### config.mk
export PLATFORM = sky130hd
export DESIGN_NAME = bcd_counter_mux_display_driver
export DESIGN_NICKNAME = d
export VERILOG_FILES = /design/src/hdl/bcdmux_pkg.sv /design/src/hdl/bcd_counter_mux_display_driver.sv
export SDC_FILE = /design/constraint.sdc
export NUM_CORES = 1
export LEC_CHECK = 0
export ABC_AREA = 1
export CAP_MARGIN = 15
export CORE_MARGIN = 2
export CORE_UTILIZATION = 55
export CTS_BUF_LIST = sky130_fd_sc_hd__clkbuf_8 sky130_fd_sc_hd__clkbuf_16
export DETAILED_ROUTE_END_ITERATION = 10
export DONT_BUFFER_PORTS = 1
export PLACE_DENSITY = 0.7
export SLEW_MARGIN = 20
export SYNTH_ARGS = -nofsm -noshare
export SYNTH_HDL_FRONTEND = slang
export SYNTH_SLANG_ARGS = --single-unit
### constraint.sdc
create_clock -name clk -period 6.7 [get_ports clk]
set_clock_uncertainty 0.05 [all_clocks]
set_input_delay 0 -clock clk [delete_from_list [all_inputs] [get_ports clk]]
set_output_delay 0 -clock clk [all_outputs]
set_load 0.05 [all_outputs]
### src/hdl/bcdmux_pkg.sv
`default_nettype none
// ----------------------------------------------------------------------------
// bcdmux_pkg
// Shared constants, widths and the seven-segment decoder for the display
// driver.
// ----------------------------------------------------------------------------
package bcdmux_pkg;

  localparam int TIMER_W     = 24;
  localparam int CFG_INDEX_W = 2;
  localparam int BYTE_W      = 8;
  localparam int BYTE_IDX_W  = 3;
  localparam int PHASE_W     = 2;
  localparam int DIGIT_W     = 4;

  // Display positions addressed by the scan: phase p and p plus four.
  localparam int SHOWN_POS   = 8;
  localparam int SHOWN_POS_W = 3;

  localparam int DIGITS_PER_ROW_DEF = 8;

  localparam logic [TIMER_W-1:0] TIMER_MAX       = 24'hFF_FFFF;
  localparam logic [TIMER_W-1:0] FAST_RESET      = 24'd10000;
  localparam logic [TIMER_W-1:0] SLOW_RESET      = 24'd199333;
  localparam logic [TIMER_W-1:0] REFRESH_RESET   = 24'd800;

  localparam logic [CFG_INDEX_W-1:0] CFG_FAST    = 2'd0;
  localparam logic [CFG_INDEX_W-1:0] CFG_SLOW    = 2'd1;
  localparam logic [CFG_INDEX_W-1:0] CFG_REFRESH = 2'd2;

  localparam logic [BYTE_W-1:0] PHASE_MASK_BASE  = 8'h88;
  localparam logic [BYTE_W-1:0] SEG_BLANK        = 8'h00;
  localparam logic [DIGIT_W-1:0] DIGIT_NINE      = 4'd9;

  localparam logic [BYTE_IDX_W-1:0] IDX_MASK_A   = 3'd0;
  localparam logic [BYTE_IDX_W-1:0] IDX_MASK_B   = 3'd1;
  localparam logic [BYTE_IDX_W-1:0] IDX_LOWER_LO = 3'd2;
  localparam logic [BYTE_IDX_W-1:0] IDX_LOWER_HI = 3'd3;
  localparam logic [BYTE_IDX_W-1:0] IDX_UPPER_LO = 3'd4;
  localparam logic [BYTE_IDX_W-1:0] IDX_UPPER_HI = 3'd5;

  // Segment pattern of one decimal digit, bit 0 is segment a.
  function automatic logic [BYTE_W-1:0] seg_code(input logic [DIGIT_W-1:0] digit);
    logic [BYTE_W-1:0] code;
    unique case (digit)
      4'd0:    code = 8'b0011_1111;
      4'd1:    code = 8'b0000_0110;
      4'd2:    code = 8'b0101_1011;
      4'd3:    code = 8'b0100_1111;
      4'd4:    code = 8'b0110_0110;
      4'd5:    code = 8'b0110_1101;
      4'd6:    code = 8'b0111_1101;
      4'd7:    code = 8'b0000_0111;
      4'd8:    code = 8'b0111_1111;
      4'd9:    code = 8'b0110_1111;
      default: code = SEG_BLANK;
    endcase
    return code;
  endfunction

endpackage
`default_nettype wire

### src/hdl/bcd_counter_mux_display_driver.sv
`default_nettype none
// ----------------------------------------------------------------------------
// bcd_counter_mux_display_driver
// Two decimal counters shown on a four-phase multiplexed seven-segment
// display through a chain of shift registers.
// ----------------------------------------------------------------------------
// Every input transfer is one microsecond tick (or an idle item when
// in_time_step is low). Three interval timers run off the ticks: the fast
// timer advances the lower row counter, the slow timer the upper row counter,
// and the refresh timer starts a display frame. A frame is six byte transfers
// on the out_ channel: the phase mask twice, then the segment codes of lower
// digits p and p+4 and upper digits p and p+4; byte five carries out_last_byte
// to request the latch pulse. Leading zeros are blanked. The block takes one
// tick per cycle: a tick passes through an input register and is worked out
// in the following cycle, while a frame drains from a separate frame buffer.
// A tick that would start a new frame waits in the input register only while
// the previous frame still has bytes to hand over other than its last, so a
// frame that is still draining, together with any cycles in which the
// receiver stalls it, is the only thing that can hold the input back. With a
// refresh on every tick and no output stalls the input therefore takes one
// tick per frame.
// Configuration writes on the cfg_ port take effect at once and should be
// made while the block is idle.
// ----------------------------------------------------------------------------
module bcd_counter_mux_display_driver #(
  parameter int DIGITS_PER_ROW = bcdmux_pkg::DIGITS_PER_ROW_DEF
) (
  input  wire logic                                clk,
  input  wire logic                                rst_n,
  // Configuration write port
  input  wire logic                                cfg_we,
  input  wire logic [bcdmux_pkg::CFG_INDEX_W-1:0]  cfg_index,
  input  wire logic [bcdmux_pkg::TIMER_W-1:0]      cfg_wdata,
  // Tick input channel
  input  wire logic                                in_valid,
  output logic                                     in_stall,
  input  wire logic                                in_time_step,
  // Frame byte output channel
  output logic                                     out_valid,
  input  wire logic                                out_stall,
  output logic [bcdmux_pkg::BYTE_W-1:0]            out_shift_byte,
  output logic [bcdmux_pkg::BYTE_IDX_W-1:0]        out_byte_index,
  output logic                                     out_last_byte
);

  localparam int TW = bcdmux_pkg::TIMER_W;
  localparam int DW = bcdmux_pkg::DIGIT_W;
  localparam int BW = bcdmux_pkg::BYTE_W;

  // Configuration registers.
  logic [TW-1:0] fast_int_r, slow_int_r, refresh_int_r;

  // Input register.
  logic s1_valid_r;
  logic s1_step_r;

  // Counter and timer state.
  logic [DW-1:0] lower_r   [DIGITS_PER_ROW];
  logic [DW-1:0] upper_r   [DIGITS_PER_ROW];
  logic [DW-1:0] lower_nxt [DIGITS_PER_ROW];
  logic [DW-1:0] upper_nxt [DIGITS_PER_ROW];
  logic [bcdmux_pkg::PHASE_W-1:0] phase_r;
  logic [TW-1:0] fast_el_r, slow_el_r, refresh_el_r;
  logic [TW-1:0] fast_el_nxt, slow_el_nxt, refresh_el_nxt;
  logic [TW-1:0] fast_inc, slow_inc, refresh_inc;
  logic          fast_fire, slow_fire, refresh_fire;

  // Frame buffer and output sequencing.
  logic                                  frame_busy_r;
  logic [bcdmux_pkg::BYTE_IDX_W-1:0]     byte_idx_r;
  logic [BW-1:0]                         mask_r;
  logic [BW-1:0]                         lower_lo_r, lower_hi_r, upper_lo_r, upper_hi_r;

  // Segment codes of every shown position, after this tick's increments.
  logic [BW-1:0] lower_seg [bcdmux_pkg::SHOWN_POS];
  logic [BW-1:0] upper_seg [bcdmux_pkg::SHOWN_POS];
  logic [DIGITS_PER_ROW:0] lower_nz, upper_nz;

  logic tick;
  logic need_frame;
  logic frame_done;
  logic frame_free;
  logic stage_go;
  logic stage_tick;
  logic load_frame;

  // Saturating timers: a timer fires when its count reaches the interval.
  assign fast_inc    = (fast_el_r    != bcdmux_pkg::TIMER_MAX) ? fast_el_r + 1'b1    : fast_el_r;
  assign slow_inc    = (slow_el_r    != bcdmux_pkg::TIMER_MAX) ? slow_el_r + 1'b1    : slow_el_r;
  assign refresh_inc = (refresh_el_r != bcdmux_pkg::TIMER_MAX) ? refresh_el_r + 1'b1 : refresh_el_r;

  assign fast_fire    = fast_inc    >= fast_int_r;
  assign slow_fire    = slow_inc    >= slow_int_r;
  assign refresh_fire = refresh_inc >= refresh_int_r;

  assign fast_el_nxt    = fast_fire    ? '0 : fast_inc;
  assign slow_el_nxt    = slow_fire    ? '0 : slow_inc;
  assign refresh_el_nxt = refresh_fire ? '0 : refresh_inc;

  // Handshake between input register, frame buffer and output.
  assign tick       = s1_valid_r && s1_step_r;
  assign need_frame = tick && refresh_fire;
  assign frame_done = frame_busy_r && !out_stall
                      && (byte_idx_r == bcdmux_pkg::IDX_UPPER_HI);
  assign frame_free = !frame_busy_r || frame_done;
  assign stage_go   = !need_frame || frame_free;
  assign stage_tick = tick && stage_go;
  assign load_frame = need_frame && frame_free;
  assign in_stall   = s1_valid_r && !stage_go;

  // Decimal ripple increment of both rows.
  always_comb begin
    logic carry_lo;
    logic carry_up;
    carry_lo = fast_fire;
    carry_up = slow_fire;
    for (int i = 0; i < DIGITS_PER_ROW; i++) begin
      lower_nxt[i] = lower_r[i];
      upper_nxt[i] = upper_r[i];
      if (carry_lo) begin
        if (lower_r[i] >= bcdmux_pkg::DIGIT_NINE) begin
          lower_nxt[i] = '0;
        end else begin
          lower_nxt[i] = lower_r[i] + 1'b1;
          carry_lo     = 1'b0;
        end
      end
      if (carry_up) begin
        if (upper_r[i] >= bcdmux_pkg::DIGIT_NINE) begin
          upper_nxt[i] = '0;
        end else begin
          upper_nxt[i] = upper_r[i] + 1'b1;
          carry_up     = 1'b0;
        end
      end
    end
  end

  // A digit is lit when it or any more significant digit is non-zero.
  assign lower_nz[DIGITS_PER_ROW] = 1'b0;
  assign upper_nz[DIGITS_PER_ROW] = 1'b0;

  for (genvar k = 0; k < DIGITS_PER_ROW; k++) begin : g_nz
    assign lower_nz[k] = (lower_nxt[k] != '0) || lower_nz[k+1];
    assign upper_nz[k] = (upper_nxt[k] != '0) || upper_nz[k+1];
  end

  for (genvar k = 0; k < bcdmux_pkg::SHOWN_POS; k++) begin : g_seg
    if (k < DIGITS_PER_ROW) begin : g_digit
      assign lower_seg[k] = lower_nz[k] ? bcdmux_pkg::seg_code(lower_nxt[k])
                                        : bcdmux_pkg::SEG_BLANK;
      assign upper_seg[k] = upper_nz[k] ? bcdmux_pkg::seg_code(upper_nxt[k])
                                        : bcdmux_pkg::SEG_BLANK;
    end else begin : g_blank
      assign lower_seg[k] = bcdmux_pkg::SEG_BLANK;
      assign upper_seg[k] = bcdmux_pkg::SEG_BLANK;
    end
  end

  // Configuration registers; the unused index is ignored.
  always_ff @(posedge clk) begin
    if (!rst_n) begin
      fast_int_r    <= bcdmux_pkg::FAST_RESET;
      slow_int_r    <= bcdmux_pkg::SLOW_RESET;
      refresh_int_r <= bcdmux_pkg::REFRESH_RESET;
    end else if (cfg_we) begin
      unique case (cfg_index)
        bcdmux_pkg::CFG_FAST:    fast_int_r    <= cfg_wdata;
        bcdmux_pkg::CFG_SLOW:    slow_int_r    <= cfg_wdata;
        bcdmux_pkg::CFG_REFRESH: refresh_int_r <= cfg_wdata;
        default: ;
      endcase
    end
  end

  // Input register, counters, timers and scan phase.
  always_ff @(posedge clk) begin
    if (!rst_n) begin
      s1_valid_r   <= 1'b0;
      s1_step_r    <= 1'b0;
      phase_r      <= '0;
      fast_el_r    <= '0;
      slow_el_r    <= '0;
      refresh_el_r <= '0;
      for (int i = 0; i < DIGITS_PER_ROW; i++) begin
        lower_r[i] <= '0;
        upper_r[i] <= '0;
      end
    end else begin
      if (!in_stall) begin
        s1_valid_r <= in_valid;
        s1_step_r  <= in_time_step;
      end
      if (stage_tick) begin
        fast_el_r    <= fast_el_nxt;
        slow_el_r    <= slow_el_nxt;
        refresh_el_r <= refresh_el_nxt;
        for (int i = 0; i < DIGITS_PER_ROW; i++) begin
          lower_r[i] <= lower_nxt[i];
          upper_r[i] <= upper_nxt[i];
        end
      end
      if (load_frame) begin
        phase_r <= phase_r + 1'b1;
      end
    end
  end

  // Frame buffer control.
  always_ff @(posedge clk) begin
    if (!rst_n) begin
      frame_busy_r <= 1'b0;
      byte_idx_r   <= bcdmux_pkg::IDX_MASK_A;
    end else if (load_frame) begin
      frame_busy_r <= 1'b1;
      byte_idx_r   <= bcdmux_pkg::IDX_MASK_A;
    end else if (frame_done) begin
      frame_busy_r <= 1'b0;
      byte_idx_r   <= bcdmux_pkg::IDX_MASK_A;
    end else if (frame_busy_r && !out_stall) begin
      byte_idx_r   <= byte_idx_r + 1'b1;
    end
  end

  // Frame payload.
  always_ff @(posedge clk) begin
    if (load_frame) begin
      mask_r     <= bcdmux_pkg::PHASE_MASK_BASE >> phase_r;
      lower_lo_r <= lower_seg[{1'b0, phase_r}];
      lower_hi_r <= lower_seg[{1'b1, phase_r}];
      upper_lo_r <= upper_seg[{1'b0, phase_r}];
      upper_hi_r <= upper_seg[{1'b1, phase_r}];
    end
  end

  // Output byte selection from the frame buffer.
  always_comb begin
    unique case (byte_idx_r)
      bcdmux_pkg::IDX_MASK_A:   out_shift_byte = mask_r;
      bcdmux_pkg::IDX_MASK_B:   out_shift_byte = mask_r;
      bcdmux_pkg::IDX_LOWER_LO: out_shift_byte = lower_lo_r;
      bcdmux_pkg::IDX_LOWER_HI: out_shift_byte = lower_hi_r;
      bcdmux_pkg::IDX_UPPER_LO: out_shift_byte = upper_lo_r;
      bcdmux_pkg::IDX_UPPER_HI: out_shift_byte = upper_hi_r;
      default:                  out_shift_byte = bcdmux_pkg::SEG_BLANK;
    endcase
  end

  assign out_valid      = frame_busy_r;
  assign out_byte_index = byte_idx_r;
  assign out_last_byte  = (byte_idx_r == bcdmux_pkg::IDX_UPPER_HI);

endmodule
`default_nettype wire

# Word-level counts from Yosys, hierarchy flattened
# Memories as Yosys holds them, arrays and structs flattened.
# Index checks and enable logic that the tools add are counted.
# classes
addsub	21
order_cmp	21
eq_ne	10
shifts	1
muxes	117
bitwise_logic	19
reduce_logical	51
# ops
op	count
$mux 4	48
$mux 8	24
$mux 24	6
$bmux 8 s3	4
$add 24x1->24 const B	3
$ge 24x24->1	3
$ge 4x4->1 const B	18
$ne 24x24->1 const B	3
$add 4x1->4 const B	16
$reduce_bool 4->1	16
$pmux 8 s5	1
$mux 1	34
$logic_or 1x1->1	16
$or 1x1->1	16
$shr 8x2->8 const A	1
$logic_and 1x1->1	7
$eq 3x2->1 const B	2
$eq 3x3->1 const B	2
$reduce_and 2->1	3
$logic_not 1->1	4
$not 2->4	1
$not 3->4	1
$add 3x1->3 const B	1
$eq 3x1->1 const B	1
9 further kinds	9
# totals
reg_bits	192
ramBits	64
romBits	1792
word_cells	274
n_memories	18
# mem_list
name	words	word_bits	read_ports	rd_ports_with_merged_regs	wr	line	rtl
(name not given)	16	7	1	0	0	bcdmux_pkg.sv:45	unique case (digit)
(name not given)	16	7	1	0	0	bcdmux_pkg.sv:45	
(name not given)	16	7	1	0	0	bcdmux_pkg.sv:45	
(name not given)	16	7	1	0	0	bcdmux_pkg.sv:45	
(name not given)	16	7	1	0	0	bcdmux_pkg.sv:45	
(name not given)	16	7	1	0	0	bcdmux_pkg.sv:45	
+12 memories	-	-	-	-	-	-	

# Depth between registers and ports, before layout
# depth
ltp_word	23
depth_mapped	41

# Worst setup path before layout
# No wires, ideal clock.
# synth_timing
path_type	reg2reg
startpoint	reg refresh_el_r[0]
endpoint	mem lower_r[0][0] (netlist name) (enable)
setup_time_ns	0.451
arrival_time_ns	5.106
required_time_ns	6.199
slack_ns	1.093
stages_incl_launch_ff	26
path_buffers	1
synth_period_minus_slack_ns	5.607
path_cell_list	dfxtp_1 -> ha_1 -> nand3_1 -> nor2_1 -> nand4_1 -> inv_1 -> nand2_1 -> nand2_1 -> nor3_1 -> nand2_1 -> nor2_1 -> nand4_1 -> inv_1 -> nand4_1 -> nor2_1 -> xor2_1 -> inv_1 -> ha_1 -> nand2_1 -> a21oi_1 -> a211oi_1 -> nand2_1 -> nand3_1 -> nand2_1 -> nand2_1 -> clkbuf_1
# synth_rtl
item	line	rtl
start: declaration	bcd_counter_mux_display_driver.sv:63	logic [TW-1:0] fast_el_r, slow_el_r, refresh_el_r;
start signal: assignment	bcd_counter_mux_display_driver.sv:197	refresh_el_r <= refresh_el_nxt;
end: declaration	bcd_counter_mux_display_driver.sv:58	logic [DW-1:0] lower_r [DIGITS_PER_ROW];

==> qor.csv <==
metric,value,unit
dominantRegCellSynth,sky130_fd_sc_hd__dfxtp_1,
synth.area.mux_share,0.000547,
die_area,34700,um^2
post-route-period-util,0.926,
worst_ep_arrival_time,6460,ps
port_buffers,0,
commonest_cells_after_routing_fill_and_taps_aside,"sky130_fd_sc_hd__nand2_1 (433), sky130_fd_sc_hd__inv_1 (406), sky130_fd_sc_hd__nor2_1 (271), sky130_fd_sc_hd__o21ai_0 (216), sky130_fd_sc_hd__ha_1 (204)",
run_status,finished clean,
detail_route.drc_violations,0,
synth-adder-area-share,0.140,
number_of_placement_rows,66,
timing.fmax,161,MHz
synth.yosys.warnings,0,
setup_viol_count_final,0,
combinational_cell_fraction_of_total_power,0.107,
fin_tns_setup,0,ps
clk-insertion-delay-late,570,ps
synth_area,18300,um^2
sequentialPowerShare,0.417,
vias_per_cell,5.52,
grt_max_degree,108,
antenna_found_initial,3,
internal_power,2.93,mW
mappedNetlistNets,2758,
switching_share,0.253,
wl_met2,21.5,mm
placeableCoreArea,32600,um^2
drt_iter0_drc,1203,
power.share.clock,0.475,
drt-wirelength-per-cell,15.7,um
area.growth.synth_to_final,12.2,%
wl_met1,22.4,mm
drt_first_pass_iters,8,
crit_path_start_kind,flop,
max-slew-margin-rel,0.354,
gpl.final_weighted_congestion,0.923,
yosysSeqAreaShare,0.324,
syn_area_per_cell,7.25,um^2
die_w,186,um
clk_pin_slew,60,ps
path_common_cell,sky130_fd_sc_hd__nand2_1,
cp.required,6960,ps
yosys.area_share.xor_xnor,0.0283,
cp-end-kind,flop,
synth_enable_flop_cells,96,
detailroute.via_count,16700,
max-cap-violations,0,
cts_made_buffers,30,
cts_max_level,1,
synth_top_family_by_area,simple AND/OR/NAND/NOR gates,
slew_violations,0,
layout_commonest_cell,sky130_fd_sc_hd__nand2_1,
irDropWorstVdd,229,uV
synth-async-reset-ratio,0,
ctsLongestPathBuffers,3,
grtUsageTotal,0.268,
max_stage_delay,340,ps
design.final.nets,2801,
synth_seq_cells,248,
tritoncts,built,
max_slew.worst_pin.slew,968,ps
dr.max_layer_used,met4,
design.portCount,46,
worst_path_max_delay_cell,sky130_fd_sc_hd__dfxtp_1,
chipHeight,186,um
syn_inst,2522,
final_layout_size_suffix_gt1_frac,0.0653,
cts_num_sinks,248,
power.density,191,nW/um^2
utilization,0.629,
timing_hold_violations_final,0,
synthDistinctLibCells,60,
timing_worst_setup_path_type,flop to flop,
start_util,0.561,
grt.overflow.total,0,
synthSimpleGateAreaFrac,0.268,
holdCritPathClass,input pin to flop,
leakage,9.24,nW
fraction_of_the_mapped_netlist_area_in_compound_gates,0.139,
crit_fanout,16,
clk_root_buffer_cell,sky130_fd_sc_hd__clkbuf_16,
wl,47.5,mm
grt_pass1_vias,15700,
p_sw,0.994,mW
layout_min_cycle_time,6200,ps
ant_nets,0,
dp_hpwl,34.3,mm
grt_pass1_wl,77.8,mm
met3_length,2.68,mm
area by class of cell:
| class | count | area [um^2] |
|---|---|---|
| inverters | 425 | 1600 |
| multi-input cells | 1791 | 10600 |
| clock buffers | 40 | 978 |
| repair buffers | 69 | 671 |
| well taps | 442 | 553 |
| clock inverters | 16 | 185 |
| diodes | 3 | 7.51 |
| flip-flops and latches | 248 | 5930 |
| fillers | 2852 | 12100 |
power by group through the flow:
stage / clock [mW] / sequential [mW] / combinational (mW)
global placement: 0 / 1.67 / 0.352
floorplan: 0 / 1.66 / 0.290
CTS: 1.89 / 1.64 / 0.411
detailed placement: 0 / 1.67 / 0.364
finish: 1.86 / 1.64 / 0.421
global route: 1.96 / 1.64 / 0.478
sequential cells by signal, summed over array words and instances, names as in the netlist:
| signal | flops |
|---|---|
| mask_r | 4 |
| upper_lo_r | 7 |
| s1_step_r | 1 |
| upper_hi_r | 7 |
| fast_int_r | 24 |
| fast_el_r | 24 |
| lower_r | 32 |
| s1_valid_r | 1 |
| slow_el_r | 24 |
| upper_r | 32 |
| lower_lo_r | 7 |
| refresh_el_r | 24 |
| out_valid | 1 |
| out_byte_index | 3 |
| slow_int_r | 24 |
| phase_r | 2 |
| lower_hi_r | 7 |
| refresh_int_r | 24 |
critical path: cells and delay by family, from the launching register on:
kind                       cells  cell delay (ps)
adders and majority gates      3              710
AOI/OAI and AO/OA              2              420
xor gates and xnor gates       1              200
and+or+nand+nor               29             3650
buffers and inverters          4              540
DFF                            1              340
what timing repair did:
| action | CTS | global route |
|---|---|---|
| endpoints found under the setup margin | 0 | 22 |
| setup buffers | 0 | 7 |
| hold buffers | 49 | 0 |
| gates resized for setup | 0 | 12 |
| endpoints found under the hold margin | 110 | 0 |
metal layers:
layer | vias to the layer above | track usage
li1 | 8426 | -
met1 | 7808 | 0.377
met2 | 444 | 0.439
met3 | 65 | 0.0292
met4 | 0 | 0.0677
met5 | - | 0
Yosys cell counts (all sizes together) (16+ instances only):
| cell | instances | share of area |
|---|---|---|
| dfxtp | 152 | 0.17 |
| nor2 | 291 | 0.065 |
| edfxtp | 96 | 0.16 |
| clkbuf | 53 | 0.011 |
| a21oi | 141 | 0.039 |
| nand4 | 79 | 0.032 |
| nand3 | 173 | 0.050 |
| inv | 420 | 0.086 |
| nor3 | 41 | 0.013 |
| a31oi | 18 | 0.0062 |
| or2 | 16 | 0.0055 |
| nand2 | 446 | 0.094 |
| o211ai | 33 | 0.014 |
| ha | 204 | 0.14 |
| o21ai | 225 | 0.062 |
| xor2 | 54 | 0.026 |
worst paths after layout:
path                                startpoint        endpoint  slack [ps]  cells past startpoint
worst max-delay path              fast_el_r[0]   lower_lo_r[6]         500                     39
worst min-delay path              cfg_wdata[0]   slow_int_r[0]          40                      3
worst max register to register    fast_el_r[0]   lower_lo_r[6]         500                     39
worst min register to register  slow_int_r[23]  slow_int_r[23]         410                      2
cells by family after synthesis:
kind of cell	count (synthesis)
AO/OA/AOI/OAI	460
buffers and inverters	483
XOR/XNOR	59
multiplexers	1
flip-flops	248
adder cells (fa/ha/maj)	204
AND/OR/NAND/NOR	1067
through the flow:
stage / cell area, um^2 / hold slack, ps / cells / power [mW] / setup slack [ps]
3_5_place_dp: 18700 / 60.6 / 2919 / 2.03 / 340
5_1_grt: 20500 / 49.2 / 3032 / 4.07 / -42.9
2_1_floorplan: 18300 / 63.2 / 2522 / 1.95 / 1090
6_report: 20500 / 41.5 / 3034 / 3.92 / 498
4_1_cts: 20400 / 16.9 / 3024 / 3.94 / 304
3_3_place_gp: 18700 / 49.5 / 2919 / 2.02 / 559
Power figures use the tool's default switching activity.
